`config.mk`:
```
export PLATFORM = sky130hd
export DESIGN_NAME = heading_pi_with_settle
export DESIGN_NICKNAME = d
export VERILOG_FILES = /design/src/rtl/hps_pkg.sv /design/src/rtl/heading_pi_with_settle.sv /design/src/rtl/hps_regs.sv /design/src/rtl/hps_integ.sv /design/src/rtl/hps_output.sv
export VERILOG_INCLUDE_DIRS = /design/src /design/src/rtl
export SDC_FILE = /design/constraint.sdc
export NUM_CORES = 2
export LEC_CHECK = 0
export ABC_CLOCK_PERIOD_IN_PS = 21600
export BUFFER_PORTS_ARGS = -buffer_cell sky130_fd_sc_hd__buf_2
export CAP_MARGIN = 15
export CORE_MARGIN = 5
export CORE_UTILIZATION = 41
export DETAILED_ROUTE_END_ITERATION = 7
export RECOVER_POWER = 100
export SYNTH_ARGS = -nofsm -noshare
export SYNTH_HDL_FRONTEND = slang
export SYNTH_HIERARCHICAL = 1
export SYNTH_SLANG_ARGS = --single-unit
```
`constraint.sdc`:
```
create_clock -name i_clk -period 21.6 [get_ports i_clk]
set_input_delay 4.32 -clock i_clk [delete_from_list [all_inputs] [get_ports i_clk]]
set_output_delay 4.32 -clock i_clk [all_outputs]
set_load 0.005 [all_outputs]
```
`src/rtl/assert_macros.svh`:
```
// ----------------------------------------------------------------------------
// assert_macros.svh
// Assertion helpers for the heading controller modules.
// ----------------------------------------------------------------------------
`ifndef ASSERT_MACROS_SVH
`define ASSERT_MACROS_SVH
`ifndef SYNTHESIS
// check prop on every clock edge outside reset
`define HPS_ASSERT(lbl, clk, rst_n, prop, msg) \
    lbl: assert property (@(posedge clk) disable iff (!(rst_n)) prop) else $error(msg);
// check prop on every clock edge, reset included
`define HPS_ASSERT_ALWAYS(lbl, clk, prop, msg) \
    lbl: assert property (@(posedge clk) prop) else $error(msg);
`else
`define HPS_ASSERT(lbl, clk, rst_n, prop, msg)
`define HPS_ASSERT_ALWAYS(lbl, clk, prop, msg)
`endif
`endif

```
`src/rtl/hps_pkg.sv`:
```
// ----------------------------------------------------------------------------
// hps_pkg
// Widths, constants, register map and shared types of the heading controller.
// ----------------------------------------------------------------------------
package hps_pkg;

    localparam int ANGLE_FRAC_BITS = 4;
    localparam int GAIN_FRAC       = 8;
    localparam int OUT_SHIFT       = ANGLE_FRAC_BITS + GAIN_FRAC;

    localparam int ANG_W   = 14;  // input angle width
    localparam int ERR_W   = 16;  // wrapped error
    localparam int INT_W   = 15;  // integrator
    localparam int SUM_W   = 17;  // integrator plus error
    localparam int GAIN_W  = 16;
    localparam int BAND_W  = 12;
    localparam int LIM_W   = 14;
    localparam int PROD_W  = 32;
    localparam int TOT_W   = 33;
    localparam int SPEED_W = 10;
    localparam int MAG_W   = TOT_W - OUT_SHIFT;

    localparam logic signed [ERR_W-1:0] HALF_TURN = ERR_W'(180 << ANGLE_FRAC_BITS);
    localparam logic signed [ERR_W-1:0] FULL_TURN = ERR_W'(360 << ANGLE_FRAC_BITS);
    localparam logic [MAG_W-1:0]        OUT_LIMIT = MAG_W'(500);

    // register map, index = byte address / 4
    localparam int ADDR_W = 5;
    localparam int IDX_W  = 3;

    typedef enum logic [IDX_W-1:0] {
        REG_KP_NEAR        = 3'd0,
        REG_KI_NEAR        = 3'd1,
        REG_KP_FAR         = 3'd2,
        REG_KI_FAR         = 3'd3,
        REG_NEAR_BAND      = 3'd4,
        REG_SETTLE_BAND    = 3'd5,
        REG_INT_LIMIT_NEAR = 3'd6,
        REG_INT_LIMIT_FAR  = 3'd7
    } t_reg_idx;

    localparam logic [GAIN_W-1:0] RST_KP_NEAR        = 16'd2330;
    localparam logic [GAIN_W-1:0] RST_KI_NEAR        = 16'd15;
    localparam logic [GAIN_W-1:0] RST_KP_FAR         = 16'd6400;
    localparam logic [GAIN_W-1:0] RST_KI_FAR         = 16'd256;
    localparam logic [BAND_W-1:0] RST_NEAR_BAND      = 12'd80;
    localparam logic [BAND_W-1:0] RST_SETTLE_BAND    = 12'd6;
    localparam logic [LIM_W-1:0]  RST_INT_LIMIT_NEAR = 14'd16000;
    localparam logic [LIM_W-1:0]  RST_INT_LIMIT_FAR  = 14'd1600;

    localparam logic [1:0] SETTLE_DONE = 2'd3;

    typedef struct packed {
        logic [GAIN_W-1:0] kp_near;
        logic [GAIN_W-1:0] ki_near;
        logic [GAIN_W-1:0] kp_far;
        logic [GAIN_W-1:0] ki_far;
        logic [BAND_W-1:0] near_band;
        logic [BAND_W-1:0] settle_band;
        logic [LIM_W-1:0]  int_limit_near;
        logic [LIM_W-1:0]  int_limit_far;
    } t_cfg;

    // item after the integrator stage
    typedef struct packed {
        logic signed [ERR_W-1:0] err;
        logic signed [INT_W-1:0] integ;
        logic [GAIN_W-1:0]       kp;
        logic [GAIN_W-1:0]       ki;
        logic                    settle;
        logic                    done;
    } t_s1;

endpackage

```
`src/rtl/heading_pi_with_settle.sv`:
```
// ----------------------------------------------------------------------------
// heading_pi_with_settle
// PI heading controller with near/far gain scheduling and settle detection.
// ----------------------------------------------------------------------------
// Channel   Dir  Content
// s_axis    in   tdata[13:0] target_heading, tdata[27:14] measured_yaw
// m_axis    out  tdata[9:0] rotate_speed, tuser[0] done_res
// apb       in   eight 32-bit registers at byte addresses 0x00..0x1C
//
// One item per cycle unless the output stalls; each item passes through the
// input register, integrator stage, multiply stage and result register.
// The integrator and settle count update as an item leaves the input
// register, so items follow back to back.
// Reset restores default register values and clears integrator and count.
// A stalled output holds its item; upstream stages keep filling until full.
// ----------------------------------------------------------------------------
module heading_pi_with_settle (
    input  logic                        i_clk,
    input  logic                        i_rst_n,
    input  logic                        i_s_axis_tvalid,
    output logic                        o_s_axis_tready,
    input  logic [31:0]                 i_s_axis_tdata,   // target_heading, measured_yaw
    output logic                        o_m_axis_tvalid,
    input  logic                        i_m_axis_tready,
    output logic [15:0]                 o_m_axis_tdata,   // rotate_speed
    output logic [0:0]                  o_m_axis_tuser,   // done_res
    input  logic                        psel,
    input  logic                        penable,
    input  logic                        pwrite,
    input  logic [hps_pkg::ADDR_W-1:0]  paddr,
    input  logic [31:0]                 pwdata,
    output logic [31:0]                 prdata,
    output logic                        pready
);

    hps_pkg::t_cfg               w_cfg;
    hps_pkg::t_s1                w_s1;
    logic                        w_s1_valid;
    logic                        w_s1_ready;
    logic [hps_pkg::SPEED_W-1:0] w_speed;
    logic                        w_done;

    hps_regs u_regs (
        .i_clk   (i_clk),
        .i_rst_n (i_rst_n),
        .psel    (psel),
        .penable (penable),
        .pwrite  (pwrite),
        .paddr   (paddr),
        .pwdata  (pwdata),
        .prdata  (prdata),
        .pready  (pready),
        .o_cfg   (w_cfg)
    );

    hps_integ u_integ (
        .i_clk            (i_clk),
        .i_rst_n          (i_rst_n),
        .i_cfg            (w_cfg),
        .i_valid          (i_s_axis_tvalid),
        .o_ready          (o_s_axis_tready),
        .i_target_heading (i_s_axis_tdata[hps_pkg::ANG_W-1:0]),
        .i_measured_yaw   (i_s_axis_tdata[2*hps_pkg::ANG_W-1:hps_pkg::ANG_W]),
        .o_s1_valid       (w_s1_valid),
        .i_s1_ready       (w_s1_ready),
        .o_s1             (w_s1)
    );

    hps_output u_output (
        .i_clk          (i_clk),
        .i_rst_n        (i_rst_n),
        .i_s1_valid     (w_s1_valid),
        .o_s1_ready     (w_s1_ready),
        .i_s1           (w_s1),
        .o_valid        (o_m_axis_tvalid),
        .i_ready        (i_m_axis_tready),
        .o_rotate_speed (w_speed),
        .o_done_res     (w_done)
    );

    assign o_m_axis_tdata = {{(16-hps_pkg::SPEED_W){1'b0}}, w_speed};
    assign o_m_axis_tuser = w_done;

endmodule

```
`src/rtl/hps_regs.sv`:
```
// ----------------------------------------------------------------------------
// hps_regs
// APB register file holding the gains, bands and integrator limits.
// ----------------------------------------------------------------------------
module hps_regs (
    input  logic                      i_clk,
    input  logic                      i_rst_n,
    input  logic                      psel,
    input  logic                      penable,
    input  logic                      pwrite,
    input  logic [hps_pkg::ADDR_W-1:0] paddr,
    input  logic [31:0]               pwdata,
    output logic [31:0]               prdata,
    output logic                      pready,
    output hps_pkg::t_cfg             o_cfg
);

    hps_pkg::t_cfg    r_cfg;
    hps_pkg::t_reg_idx w_idx;
    logic             w_wr;

    assign pready = 1'b1;
    assign w_idx  = hps_pkg::t_reg_idx'(paddr[hps_pkg::ADDR_W-1:2]);
    assign w_wr   = psel && penable && pwrite;
    assign o_cfg  = r_cfg;

    always_ff @(posedge i_clk) begin
        if (!i_rst_n) begin
            r_cfg.kp_near        <= hps_pkg::RST_KP_NEAR;
            r_cfg.ki_near        <= hps_pkg::RST_KI_NEAR;
            r_cfg.kp_far         <= hps_pkg::RST_KP_FAR;
            r_cfg.ki_far         <= hps_pkg::RST_KI_FAR;
            r_cfg.near_band      <= hps_pkg::RST_NEAR_BAND;
            r_cfg.settle_band    <= hps_pkg::RST_SETTLE_BAND;
            r_cfg.int_limit_near <= hps_pkg::RST_INT_LIMIT_NEAR;
            r_cfg.int_limit_far  <= hps_pkg::RST_INT_LIMIT_FAR;
        end else if (w_wr) begin
            unique case (w_idx)
                hps_pkg::REG_KP_NEAR:        r_cfg.kp_near     <= pwdata[hps_pkg::GAIN_W-1:0];
                hps_pkg::REG_KI_NEAR:        r_cfg.ki_near     <= pwdata[hps_pkg::GAIN_W-1:0];
                hps_pkg::REG_KP_FAR:         r_cfg.kp_far      <= pwdata[hps_pkg::GAIN_W-1:0];
                hps_pkg::REG_KI_FAR:         r_cfg.ki_far      <= pwdata[hps_pkg::GAIN_W-1:0];
                hps_pkg::REG_NEAR_BAND:      r_cfg.near_band   <= pwdata[hps_pkg::BAND_W-1:0];
                hps_pkg::REG_SETTLE_BAND:    r_cfg.settle_band <= pwdata[hps_pkg::BAND_W-1:0];
                hps_pkg::REG_INT_LIMIT_NEAR: r_cfg.int_limit_near <= pwdata[hps_pkg::LIM_W-1:0];
                hps_pkg::REG_INT_LIMIT_FAR:  r_cfg.int_limit_far  <= pwdata[hps_pkg::LIM_W-1:0];
                default: ;
            endcase
        end
    end

    always_comb begin
        unique case (w_idx)
            hps_pkg::REG_KP_NEAR:        prdata = 32'(r_cfg.kp_near);
            hps_pkg::REG_KI_NEAR:        prdata = 32'(r_cfg.ki_near);
            hps_pkg::REG_KP_FAR:         prdata = 32'(r_cfg.kp_far);
            hps_pkg::REG_KI_FAR:         prdata = 32'(r_cfg.ki_far);
            hps_pkg::REG_NEAR_BAND:      prdata = 32'(r_cfg.near_band);
            hps_pkg::REG_SETTLE_BAND:    prdata = 32'(r_cfg.settle_band);
            hps_pkg::REG_INT_LIMIT_NEAR: prdata = 32'(r_cfg.int_limit_near);
            hps_pkg::REG_INT_LIMIT_FAR:  prdata = 32'(r_cfg.int_limit_far);
            default:                     prdata = 32'd0;
        endcase
    end

endmodule

```
`src/rtl/hps_integ.sv`:
```
// ----------------------------------------------------------------------------
// hps_integ
// Input register, error wrap, integrator clamp, gain select and settle count.
// ----------------------------------------------------------------------------
`include "assert_macros.svh"

module hps_integ (
    input  logic                      i_clk,
    input  logic                      i_rst_n,
    input  hps_pkg::t_cfg             i_cfg,
    input  logic                      i_valid,
    output logic                      o_ready,
    input  logic [hps_pkg::ANG_W-1:0] i_target_heading,
    input  logic [hps_pkg::ANG_W-1:0] i_measured_yaw,
    output logic                      o_s1_valid,
    input  logic                      i_s1_ready,
    output hps_pkg::t_s1              o_s1
);

    logic                              r_v0;
    logic signed [hps_pkg::ANG_W-1:0]  r_target;
    logic signed [hps_pkg::ANG_W-1:0]  r_yaw;
    logic                              r_v1;
    hps_pkg::t_s1                      r_s1;
    hps_pkg::t_s1                      n_s1;
    logic signed [hps_pkg::INT_W-1:0]  r_integ;
    logic signed [hps_pkg::INT_W-1:0]  n_integ;
    logic [1:0]                        r_count;
    logic [1:0]                        n_count;

    logic                              w_rdy1;
    logic                              w_move;
    logic signed [hps_pkg::ERR_W-1:0]  w_err_raw;
    logic signed [hps_pkg::ERR_W-1:0]  w_err;
    logic signed [hps_pkg::SUM_W-1:0]  w_err_x;
    logic signed [hps_pkg::SUM_W-1:0]  w_sum;
    logic signed [hps_pkg::SUM_W-1:0]  w_lim;
    logic signed [hps_pkg::SUM_W-1:0]  w_clamped;
    logic signed [hps_pkg::SUM_W-1:0]  w_nb;
    logic signed [hps_pkg::SUM_W-1:0]  w_sb;
    logic                              w_near;
    logic                              w_settle;
    logic [1:0]                        w_cnt_inc;

    assign w_rdy1     = !r_v1 || i_s1_ready;
    assign o_ready    = !r_v0 || w_rdy1;
    assign w_move     = r_v0 && w_rdy1;
    assign o_s1_valid = r_v1;
    assign o_s1       = r_s1;

    always_comb begin
        w_err_raw = hps_pkg::ERR_W'(r_target) - hps_pkg::ERR_W'(r_yaw);
        // wrap once into a half turn either way
        if (w_err_raw < -hps_pkg::HALF_TURN) begin
            w_err = w_err_raw + hps_pkg::FULL_TURN;
        end else if (w_err_raw > hps_pkg::HALF_TURN) begin
            w_err = w_err_raw - hps_pkg::FULL_TURN;
        end else begin
            w_err = w_err_raw;
        end

        // the coarse clamp of 6000 degrees never binds at these widths
        w_err_x  = hps_pkg::SUM_W'(w_err);
        w_sum    = hps_pkg::SUM_W'(r_integ) + w_err_x;
        w_nb     = $signed({{(hps_pkg::SUM_W-hps_pkg::BAND_W){1'b0}}, i_cfg.near_band});
        w_sb     = $signed({{(hps_pkg::SUM_W-hps_pkg::BAND_W){1'b0}}, i_cfg.settle_band});
        w_near   = (w_err_x > -w_nb) && (w_err_x < w_nb);
        w_settle = (w_err_x > -w_sb) && (w_err_x < w_sb);

        if (w_near) begin
            w_lim = $signed({{(hps_pkg::SUM_W-hps_pkg::LIM_W){1'b0}}, i_cfg.int_limit_near});
        end else begin
            w_lim = $signed({{(hps_pkg::SUM_W-hps_pkg::LIM_W){1'b0}}, i_cfg.int_limit_far});
        end

        if (w_sum > w_lim) begin
            w_clamped = w_lim;
        end else if (w_sum < -w_lim) begin
            w_clamped = -w_lim;
        end else begin
            w_clamped = w_sum;
        end

        w_cnt_inc = r_count + 2'd1;

        n_s1.err    = w_err;
        n_s1.kp     = w_near ? i_cfg.kp_near : i_cfg.kp_far;
        n_s1.ki     = w_near ? i_cfg.ki_near : i_cfg.ki_far;
        n_s1.settle = w_settle;
        n_s1.done   = w_settle && (w_cnt_inc == hps_pkg::SETTLE_DONE);

        if (w_settle) begin
            n_integ = '0;
            n_count = (w_cnt_inc == hps_pkg::SETTLE_DONE) ? 2'd0 : w_cnt_inc;
        end else begin
            n_integ = w_clamped[hps_pkg::INT_W-1:0];
            n_count = r_count;
        end
        n_s1.integ = n_integ;
    end

    always_ff @(posedge i_clk) begin
        if (!i_rst_n) begin
            r_v0    <= 1'b0;
            r_v1    <= 1'b0;
            r_integ <= '0;
            r_count <= 2'd0;
        end else begin
            if (o_ready) begin
                r_v0 <= i_valid;
            end
            if (w_rdy1) begin
                r_v1 <= r_v0;
            end
            // state advances once per item, as it leaves the input register
            if (w_move) begin
                r_integ <= n_integ;
                r_count <= n_count;
            end
        end
    end

    always_ff @(posedge i_clk) begin
        if (o_ready && i_valid) begin
            r_target <= i_target_heading;
            r_yaw    <= i_measured_yaw;
        end
        if (w_move) begin
            r_s1 <= n_s1;
        end
    end

    `HPS_ASSERT(a_count_never_three, i_clk, i_rst_n, r_count != hps_pkg::SETTLE_DONE, "settle count reached three")
    `HPS_ASSERT(a_settle_clears_integ, i_clk, i_rst_n, (w_move && w_settle) |=> (r_integ == '0), "integrator not cleared in settle band")
    `HPS_ASSERT(a_done_in_band, i_clk, i_rst_n, (r_v1 && r_s1.done) |-> r_s1.settle, "done outside settle band")

endmodule

```
`src/rtl/hps_output.sv`:
```
// ----------------------------------------------------------------------------
// hps_output
// Gain multiplies, sum, truncation toward zero, saturation, settle zeroing and result register.
// ----------------------------------------------------------------------------
module hps_output (
    input  logic                        i_clk,
    input  logic                        i_rst_n,
    input  logic                        i_s1_valid,
    output logic                        o_s1_ready,
    input  hps_pkg::t_s1                i_s1,
    output logic                        o_valid,
    input  logic                        i_ready,
    output logic [hps_pkg::SPEED_W-1:0] o_rotate_speed,
    output logic                        o_done_res
);

    logic                               r_v2;
    logic signed [hps_pkg::PROD_W-1:0]  r_p;
    logic signed [hps_pkg::PROD_W-1:0]  r_i;
    logic                               r_settle2;
    logic                               r_done2;
    logic                               r_v3;
    logic [hps_pkg::SPEED_W-1:0]        r_speed;
    logic                               r_done3;

    logic                               w_rdy3;
    logic                               w_rdy2;
    logic signed [hps_pkg::TOT_W-1:0]   w_p_full;
    logic signed [hps_pkg::TOT_W-1:0]   w_i_full;
    logic signed [hps_pkg::TOT_W-1:0]   w_total;
    logic [hps_pkg::TOT_W-1:0]          w_abs;
    logic [hps_pkg::MAG_W-1:0]          w_mag;
    logic [hps_pkg::SPEED_W-1:0]        w_mag_sat;
    logic [hps_pkg::SPEED_W-1:0]        n_speed;

    assign w_rdy3     = !r_v3 || i_ready;
    assign w_rdy2     = !r_v2 || w_rdy3;
    assign o_s1_ready = w_rdy2;
    assign o_valid    = r_v3;
    assign o_rotate_speed = r_speed;
    assign o_done_res     = r_done3;

    always_comb begin
        // gains are unsigned: give them a zero sign bit
        w_p_full = hps_pkg::TOT_W'(i_s1.err)   * $signed({1'b0, i_s1.kp});
        w_i_full = hps_pkg::TOT_W'(i_s1.integ) * $signed({1'b0, i_s1.ki});

        w_total = hps_pkg::TOT_W'(r_p) + hps_pkg::TOT_W'(r_i);
        w_abs   = w_total[hps_pkg::TOT_W-1] ? hps_pkg::TOT_W'(-w_total)
                                            : hps_pkg::TOT_W'(w_total);
        w_mag   = w_abs[hps_pkg::TOT_W-1:hps_pkg::OUT_SHIFT];
        w_mag_sat = (w_mag > hps_pkg::OUT_LIMIT) ? hps_pkg::OUT_LIMIT[hps_pkg::SPEED_W-1:0]
                                                 : w_mag[hps_pkg::SPEED_W-1:0];
        // output is the negated, saturated sum
        if (r_settle2) begin
            n_speed = '0;
        end else if (w_total[hps_pkg::TOT_W-1]) begin
            n_speed = w_mag_sat;
        end else begin
            n_speed = -w_mag_sat;
        end
    end

    always_ff @(posedge i_clk) begin
        if (!i_rst_n) begin
            r_v2 <= 1'b0;
            r_v3 <= 1'b0;
        end else begin
            if (w_rdy2) begin
                r_v2 <= i_s1_valid;
            end
            if (w_rdy3) begin
                r_v3 <= r_v2;
            end
        end
    end

    always_ff @(posedge i_clk) begin
        if (w_rdy2 && i_s1_valid) begin
            r_p       <= w_p_full[hps_pkg::PROD_W-1:0];
            r_i       <= w_i_full[hps_pkg::PROD_W-1:0];
            r_settle2 <= i_s1.settle;
            r_done2   <= i_s1.done;
        end
        if (w_rdy3 && r_v2) begin
            r_speed <= n_speed;
            r_done3 <= r_done2;
        end
    end

endmodule

```
==> out/metrics.csv <==
metric,value,unit
drt_pre_antenna_iters,5,
synth_top_area_cell,fa_1,
synth_top_cell_area_share,20.4,%
wirelength,98500,µm
vias,28100,
crit_top_cell,o21a_1,
hold_violations,0,
tns,0,ps
seq_area_frac_synth,21.1,%
cp-startpoint,u_integ/r_target[0]$_DFFE_PP_,
drive_gt1_share,5.65,%
cts_resized,0,
syn-instance-count,4075,
cp.arrival,14510,ps
r2r_end,u_integ/o_s1[45]$_DFFE_PP_,
coreArea,89900,µm²
crit_required,21990,ps
grt_pass1_vias,28100,
cts_hold_buf,0,
ios,128,
synth_warnings,6,
seq_area,7850,µm²
setup_viol,0,
cts_tree,built,
grt_overflow,0,
start_util,41.3,%
gr-usage-all-layers,20.2,%
yosys-top-cells-area,"fa_1, edfxtp_1, ha_1",
grt_max_degree,68,
syn_area,37100,µm²
slowest_delay,2910,ps
worstHoldStart,u_integ/o_s1[0]$_DFFE_PP_,
fin_util,43.7,%
crit_type,reg -> reg,
reg2reg_slack,7480,ps
hold_path_class,reg -> reg,
crit_path_end_kind,register,
fillers,8827,
worst_pin_slew,4140,ps
num_rows,110,
gp_congestion,0.919,
drc,0,
crit_end,u_integ/o_s1[45]$_DFFE_PP_,
vias_per_cell,5.36,
postRouteAntennaNets,0,
grt_pass1_wl,159000,µm
crit_path_max_fanout,66,
clk_latency,570,ps
timing.slew.headroom,-176,%
cts_max_path_buffers,3,
ys_seq_elements,307,
first_iter_violations,1724,
rsz0062_at_grt,no,
cts_buffers,38,
r2r_cells,40,
maxCapViolCount,9,
dp_hpwl,76100,µm
cts_sinks,307,
fmax,70.8,MHz
htree_levels,2,
synth_area_per_cell,9.11,µm²
synth_edf_count,170,
fin_skew,37.1,ps
chipHeight,311,µm
slowest_stage,clkbuf_1,
multi_input_comb_area,26200,µm²
crit-reg2reg-launch,u_integ/r_target[0]$_DFFE_PP_,
wl_per_cell,18.8,µm
cts.clk_slew.worst_paths,60,ps
synth.distinct_cells,119,
final-max-slew-violation-count,426,
syn_to_final_growth,5.74,%
timing.final.crit_share,65.4,%
synthFlopType,edfxtp_1,
die_area,96700,µm²
cts_setup_buffers,0,
antenna_found_initial,10,
async_reset_ff_share,0,%
portBuffers,82,
period_minus_slack,14120,ps
status,"complete, but fails checks",
die_x,311,µm
start_kind,register,
cts_root_buffer,clkbuf_16,
layout.nets,4867,
violations,"capacitance limit, slew limit",
-- cell usage in the layout (no fill, tap or decap), types with 44 or more instances in the layout --
master      n
a21boi_0   97
dfxtp_1   137
nor2_1    170
o21a_1     54
nand2b_1   45
mux2i_1    44
fa_1      378
inv_1     526
buf_2      53
edfxtp_1  170
a21o_1     52
and2_1    179
nor3_1     59
xor2_1     44
xnor2_1    98
nand2_1   592
clkbuf_1   52
nand3_1    53
ha_1      372
a21oi_1   112
o21ai_0   116
-- critical path: cells and delay by family (launching register included) --
kind                       cells  cell delay [ps]
AOI/OAI and AO/OA             23             5200
xor gates and xnor gates       3             1220
DFF                            1              350
buffers and inverters          5             3860
muxes                          1              820
and+or+nand+nor                4             1150
adders and majority gates      4             1260
-- synthesized netlist by cell type, types with 30 or more instances --
library cell    n
dfxtp_1       137
nand2_1       591
edfxtp_1      170
inv_1         526
clkbuf_1      110
and2_1        194
buf_2          35
nor3_1         58
xor2_1         44
xnor2_1        97
a31oi_1        30
mux2_2         54
o21a_1         54
fa_1          378
o21ai_1        30
nor2b_1        33
ha_1          372
nand3_1        53
o21ai_0       101
buf_4          48
a21boi_0       82
a21o_1         52
nor2_1        169
nand2b_1       45
a21oi_1       110
mux2i_1        44
-- flip-flops by register name, indices dropped and copies added (netlist names), 2 cells and up --
name	flops
u_integ/o_s1	65
u_integ/r_count	2
u_integ/r_integ	15
u_integ/r_target	14
u_integ/r_yaw	14
u_output/o_rotate_speed	10
u_output/r_i	32
u_output/r_p	32
u_regs/o_cfg	116
-- metal layers --
layer	track usage, %	wire (µm)	vias to the layer above
li1	-	-	13500
met1	29.2	46600	13800
met2	32.6	44900	633
met3	2.33	4590	116
met4	4.82	2360	10
met5	0	57	-
-- per-stage QoR --
step	hold WS, ps	cells	worst slack (ps)	cell area, µm²
floorplan	400	4095	11910	37200
global placement	404	5177	10680	38200
detailed placement	406	5177	10650	38200
CTS	413	5246	10660	39400
global route	425	5249	6390	39200
finish	410	5251	7480	39300
-- cell type report --
class | instances | area share, %
clock inverter | 18 | 0.405
sequential | 307 | 20.0
inverter | 530 | 5.07
tap | 1176 | 3.75
multi-input combinational | 3050 | 66.7
antenna | 5 | 0.0319
timing repair buffer | 114 | 1.43
clock buffer | 51 | 2.62
-- worst min path at each step --
stage,end,slack (ps),depth (start not counted)
after detailed placement,u_output/r_settle2$_DFFE_PP_,410,0
after global placement,u_output/r_settle2$_DFFE_PP_,400,0
after CTS,u_output/r_done2$_DFFE_PP_,410,0
final,u_output/r_done2$_DFFE_PP_,410,0
after global routing,u_output/r_done2$_DFFE_PP_,420,0
after floorplan,u_output/o_done_res$_DFFE_PP_,400,0
-- cells by family after synthesis --
group	Yosys count	share of synthesized area, %
AO/OA/AOI/OAI	705	13.5
XOR/XNOR	146	3.61
adder cells (fa/ha/maj)	759	33.2
buffers and inverters	738	8.31
flip-flops	307	21.1
multiplexers	103	3.04
other	3	0.0303
AND/OR/NAND/NOR	1314	17.2
Power is left out: the tool's default activity adds up to more than one toggle a clock period on the data nets, which glitch-free logic cannot reach.
